[config.mk]
export PLATFORM = sky130hd
export DESIGN_NAME = css_ctrl
export DESIGN_NICKNAME = d
export VERILOG_FILES = /design/src/hw/rtl/css_pkg.sv /design/src/hw/rtl/css_ctrl.sv
export SDC_FILE = /design/constraint.sdc
export NUM_CORES = 1
export LEC_CHECK = 0
export ABC_AREA = 0
export BUFFER_PORTS_ARGS = -buffer_cell sky130_fd_sc_hd__buf_2
export CAP_MARGIN = 20
export CORE_MARGIN = 2
export CORE_UTILIZATION = 35
export CTS_CLUSTER_DIAMETER = 120
export CTS_CLUSTER_SIZE = 25
export DETAILED_ROUTE_END_ITERATION = 10
export HOLD_SLACK_MARGIN = 0.15
export PLACE_DENSITY = 0.5
export SKIP_CTS_REPAIR_TIMING = 1
export SYNTH_ARGS = -nofsm -noshare
export SYNTH_HDL_FRONTEND = slang
export SYNTH_SLANG_ARGS = --single-unit
[constraint.sdc]
create_clock -name clk -period 4.55 [get_ports clk]
set_clock_uncertainty 0.05 [all_clocks]
set_input_delay 0.2275 -clock clk [delete_from_list [all_inputs] [get_ports clk]]
set_output_delay 0.2275 -clock clk [all_outputs]
set_load 0.005 [all_outputs]
[src/hw/rtl/css_pkg.sv]
// ----------------------------------------------------------------------------
// css_pkg
// Types and constants of the column standard scaler.
// ----------------------------------------------------------------------------
package css_pkg;

	localparam int VAL_W  = 24;
	localparam int CNT_W  = 16;
	localparam int SUM_W  = 40;
	localparam int SQ_W   = 64;
	localparam int DIV_W  = 64;
	localparam int ROOT_W = 32;
	localparam int STEP_W = 6;
	localparam int CFG_W  = 7;
	localparam int ACC_W  = CNT_W + SUM_W + SQ_W;
	localparam int STAT_W = 2 * VAL_W;

	typedef enum logic [1:0] {
		REQ_ACC  = 2'd0,
		REQ_FIN  = 2'd1,
		REQ_TR   = 2'd2,
		REQ_NONE = 2'd3
	} req_t;

	typedef enum logic [2:0] {
		ST_OK      = 3'd0,
		ST_BAD_COL = 3'd1,
		ST_NOT_FIT = 3'd2,
		ST_EMPTY   = 3'd3,
		ST_SAT     = 3'd4
	} status_t;

	typedef enum logic [4:0] {
		S_IDLE, S_READ, S_DECODE, S_ACC_MUL, S_ACC_WR,
		S_MEAN_INIT, S_MEAN_DIV, S_MEAN_SAVE, S_EX2_DIV, S_EX2_SAVE,
		S_VAR, S_SQRT, S_FIN_WR, S_TR_INIT, S_TR_DIV, S_TR_SAVE, S_DONE
	} state_t;

	typedef enum logic [3:0] {
		OP_NONE, OP_LOAD, OP_READ, OP_EARLY, OP_ACC_MUL, OP_ACC_WR,
		OP_MEAN_INIT, OP_DIV_STEP, OP_MEAN_SAVE, OP_EX2_SAVE, OP_VAR,
		OP_SQRT_STEP, OP_FIN_WR, OP_TR_INIT, OP_TR_SAVE, OP_OUT_LOAD
	} dp_op_t;

	typedef struct packed {
		dp_op_t op;
	} dp_cmd_t;

	typedef struct packed {
		req_t req;
		logic early;    // item ends without arithmetic
		logic out_free; // output register can take a result
	} dp_sts_t;

endpackage

[src/hw/rtl/css_ctrl.sv]
// ----------------------------------------------------------------------------
// css_ctrl
// Sequencer: walks one transaction through read, arithmetic and write-back.
// ----------------------------------------------------------------------------
module css_ctrl import css_pkg::*; (
	input  logic    clk,
	input  logic    arst_n,
	input  logic    in_valid,
	output logic    in_stall,
	input  dp_sts_t sts,
	output dp_cmd_t cmd
);

	state_t              state_q, state_d;
	logic [STEP_W-1:0]   step_q;
	logic                div_last, sqrt_last, stepping;

	assign div_last  = (step_q == STEP_W'(DIV_W - 1));
	assign sqrt_last = (step_q == STEP_W'(ROOT_W - 1));
	assign stepping  = (state_q == S_MEAN_DIV) || (state_q == S_EX2_DIV) ||
		(state_q == S_TR_DIV) || (state_q == S_SQRT);

	always_comb begin
		state_d = state_q;
		case (state_q)
			S_IDLE:      if (in_valid) state_d = S_READ;
			S_READ:      state_d = S_DECODE;
			S_DECODE: begin
				if (sts.early) begin
					state_d = S_DONE;
				end else begin
					case (sts.req)
						REQ_ACC: state_d = S_ACC_MUL;
						REQ_FIN: state_d = S_MEAN_INIT;
						REQ_TR:  state_d = S_TR_INIT;
						default: state_d = S_DONE;
					endcase
				end
			end
			S_ACC_MUL:   state_d = S_ACC_WR;
			S_ACC_WR:    state_d = S_DONE;
			S_MEAN_INIT: state_d = S_MEAN_DIV;
			S_MEAN_DIV:  if (div_last) state_d = S_MEAN_SAVE;
			S_MEAN_SAVE: state_d = S_EX2_DIV;
			S_EX2_DIV:   if (div_last) state_d = S_EX2_SAVE;
			S_EX2_SAVE:  state_d = S_VAR;
			S_VAR:       state_d = S_SQRT;
			S_SQRT:      if (sqrt_last) state_d = S_FIN_WR;
			S_FIN_WR:    state_d = S_DONE;
			S_TR_INIT:   state_d = S_TR_DIV;
			S_TR_DIV:    if (div_last) state_d = S_TR_SAVE;
			S_TR_SAVE:   state_d = S_DONE;
			S_DONE:      if (sts.out_free) state_d = S_IDLE;
			default:     state_d = S_IDLE;
		endcase
	end

	always_comb begin
		cmd.op   = OP_NONE;
		in_stall = (state_q != S_IDLE);
		case (state_q)
			S_IDLE:      if (in_valid) cmd.op = OP_LOAD;
			S_READ:      cmd.op = OP_READ;
			S_DECODE:    if (sts.early) cmd.op = OP_EARLY;
			S_ACC_MUL:   cmd.op = OP_ACC_MUL;
			S_ACC_WR:    cmd.op = OP_ACC_WR;
			S_MEAN_INIT: cmd.op = OP_MEAN_INIT;
			S_MEAN_DIV:  cmd.op = OP_DIV_STEP;
			S_MEAN_SAVE: cmd.op = OP_MEAN_SAVE;
			S_EX2_DIV:   cmd.op = OP_DIV_STEP;
			S_EX2_SAVE:  cmd.op = OP_EX2_SAVE;
			S_VAR:       cmd.op = OP_VAR;
			S_SQRT:      cmd.op = OP_SQRT_STEP;
			S_FIN_WR:    cmd.op = OP_FIN_WR;
			S_TR_INIT:   cmd.op = OP_TR_INIT;
			S_TR_DIV:    cmd.op = OP_DIV_STEP;
			S_TR_SAVE:   cmd.op = OP_TR_SAVE;
			S_DONE:      if (sts.out_free) cmd.op = OP_OUT_LOAD;
			default:     cmd.op = OP_NONE;
		endcase
	end

	always_ff @(posedge clk or negedge arst_n) begin
		if (!arst_n) begin
			state_q <= S_IDLE;
			step_q  <= '0;
		end else begin
			state_q <= state_d;
			step_q  <= stepping ? step_q + STEP_W'(1) : '0;
		end
	end

endmodule

==> metrics.cfg <==
[run_status]
run_status=finished, final reports clean

[synth]
synth_top_cell_by_area=dfrtp_1
synthArstFlopShare_pct=100.0
synth_cell_types=42
synth_cells=120
yosysMostFrequentCell=nor2_1
synth_top_area_share_pct=29.22
synth_area_leaders=dfrtp_1, ha_1, nor2_1
yosys_register_bits=11
syn_nets=131
ys_seq_area_share_pct=29.22
synth-main-ff-cell=dfrtp_1
synth_area_um2=942.2
synth_warnings=0
synth-edff-count=0
synth_common_cells=nor2_1, dfrtp_1, clkbuf_1, nand2_1, o21ai_0
syn_area_per_cell_um2=7.851

[die]
die_w_um=55.89
dieArea_um2=3123
start_util_pct=37.35
die_height_um=55.89
pin_count=12
rows=18
coreArea_um2=2522

[sta]
rsz0062_at_grt=no
max_freq_mhz=449.9
setup_violations=0
final.setup.worst_slack_ns=2.327
maxSlewHeadroom_pct=54.92
worst_slew_pin_slew_ns=0.6761
final.setup.tns_ns=0
finalCriticalPeriod_ns=2.223
final-hold-violation-count=0
fin_crit_sh_pct=48.85
report.final.slew_viol_count=0

[placed_design]
pre_cts_ws_ns=2.361
placedInstanceArea_um2=997.2
globalplace.congestion=0.7637
hpwlAfterDp_mm=1.601
port_buffers=11

[run]
drv_cap=0

[global_route]
grt_util_met2_pct=24.15
grt_usage_pct=14.67
met1_usage_pct=19.37
overflow=0
antenna_found_initial=0
grt_pass1_vias=808
grt_pass1_wl_mm=3.670
gr-usage-met3_pct=1.163
grt-busiest-layer=met2
grt_max_degree=26

[critical_path]
crit_path_end_kind=register
cp_cell_sequence=or4b_1 -> a31o_1 -> o2111ai_1 -> mux2_1
rr_startpoint=state_q[1]$_DFFE_PN0P_
worst-path-stages=4
critical_path_class=reg -> reg
crit_start=state_q[1]$_DFFE_PN0P_
critical-path-max-stage-delay_ns=0.64
cp-endpoint=state_q[0]$_DFFE_PN0P_
critical-path-top-delay-family=simple AND/OR/NAND/NOR gates
worstPathArrival_ns=2.32
critPathLaunchType=register
worst-path-buf-inv=0
reg2reg_slack_ns=2.33
slowest_stage=or4b_1
required_ns=4.65
critical_path.max_fanout=25
reg2reg_depth=4
r2r_end=state_q[0]$_DFFE_PN0P_

[routing]
drc=0
wl_per_cell_um=14.21
vias_per_cell=5.821
vias=908
wirelength_mm=2.217
drtIter0Drc=20
drtAntennaViolNets=0
dr.pass1.iters=4

[clocking]
clk_pin_slew_ns=0.07
cts_tree=built
clk-insertion-delay-late_ns=0.26
cts_inserted_buffers=3
h-tree-depth=1
cts_root_buffer=clkbuf_4
clockBufferDepth=2
cts.sinks=11

[layout]
n_fill_cell=280
nNetsFinal=138
final_layout_size_suffix_gt1_share_pct=12.70
stdcell_area_um2=1033
antenna_cells=0
syn_to_final_growth_pct=9.694

[power]
p_leak_uw=0.0004381
max-vdd-ir-drop_uv=152.1
power_density_nw_per_um2=166.4

[worst_hold_path]
worstHoldPathType=in -> reg

## final cells by class
cell class	instances	area [µm²]	share of cell area, %
tap	30	37.54	3.632
multi-input combinational	93	606.8	58.72
timing repair buffer	12	65.06	6.295
clock buffer	4	26.28	2.542
sequential	11	275.3	26.63
inverter	6	22.52	2.179
## flip-flops by register name (all words and copies together) (netlist names)
register,cells
state_q,5
step_q,6
## worst register-to-register path, stage by stage (launching register included)
cell and delay (ns):
dfrtp_1 0.63, or4b_1 0.64, a31o_1 0.25, o2111ai_1 0.19, mux2_1 0.35
## per-layer routing
layer,share of wire [%],vias up
met2,47,23
met4,1.9,0
met1,47,431
met3,4.2,6
li1,-,448
met5,0,-
## stage by stage
stage          std cells  util (%)  total power (µW)  hold slack, ns
2_1_floorplan        120         -             101.5         -0.1181
3_3_place_gp         151     39.53             107.9         0.06088
3_5_place_dp         151     39.53             107.9         0.06128
4_1_cts              155     40.58             175.2         -0.2305
5_1_grt              156     40.97             182.5          0.3257
6_report             156     40.97             172.0          0.2934
## worst min-delay path by stage
stage | start | to | slack (ns) | depth (start not counted)
floorplan | arst_n | state_q[0]$_DFFE_PN0P_ | -0.12 | 0
global placement | arst_n | step_q[5]$_DFF_PN0_ | 0.06 | 1
detailed placement | arst_n | step_q[3]$_DFF_PN0_ | 0.06 | 1
CTS | arst_n | step_q[2]$_DFF_PN0_ | -0.23 | 1
global route | arst_n | state_q[0]$_DFFE_PN0P_ | 0.33 | 2
finish | sts[1] | state_q[2]$_DFFE_PN0P_ | 0.29 | 3
## cells in the final DEF, fill, tap and decap left out, types with 2 or more instances in the layout
cell | synthesis | routed
a21boi_0 | 2 | 2
ha_1 | 4 | 4
nand4b_1 | 3 | 3
nand3_1 | 6 | 6
clkbuf_4 | 0 | 3
nand2_1 | 8 | 8
inv_1 | 6 | 6
mux2i_1 | 2 | 2
nor3b_1 | 2 | 2
nor2_1 | 13 | 13
o31ai_1 | 2 | 2
xor2_1 | 2 | 2
buf_2 | 0 | 11
o21bai_1 | 2 | 2
o22ai_1 | 3 | 3
a21oi_1 | 6 | 6
nand2b_1 | 5 | 5
dfrtp_1 | 11 | 11
o21ai_0 | 7 | 7
a32oi_1 | 2 | 2
nor2b_1 | 3 | 3
## power by group
part	leakage [µW]	internal [µW]	switching (µW)
sequential	0.000124	97.7	0
combinational	0.000300	3.60	5.12
clock	0.0000150	33.9	31.7
## logic make-up (layout without fill, tap and decap cells)
| family | after synthesis | in the layout | share of synthesized area [%] |
|---|---|---|---|
| AND/OR/NAND/NOR | 48 | 48 | 27.63 |
| buffers and inverters | 16 | 22 | 6.375 |
| adder cells (fa/ha/maj) | 4 | 4 | 5.312 |
| flip-flops | 11 | 11 | 29.22 |
| AO/OA/AOI/OAI | 35 | 35 | 25.37 |
| multiplexers | 3 | 3 | 3.320 |
| XOR/XNOR | 3 | 3 | 2.789 |
No activity file was read; power rests on OpenSTA's default activity.
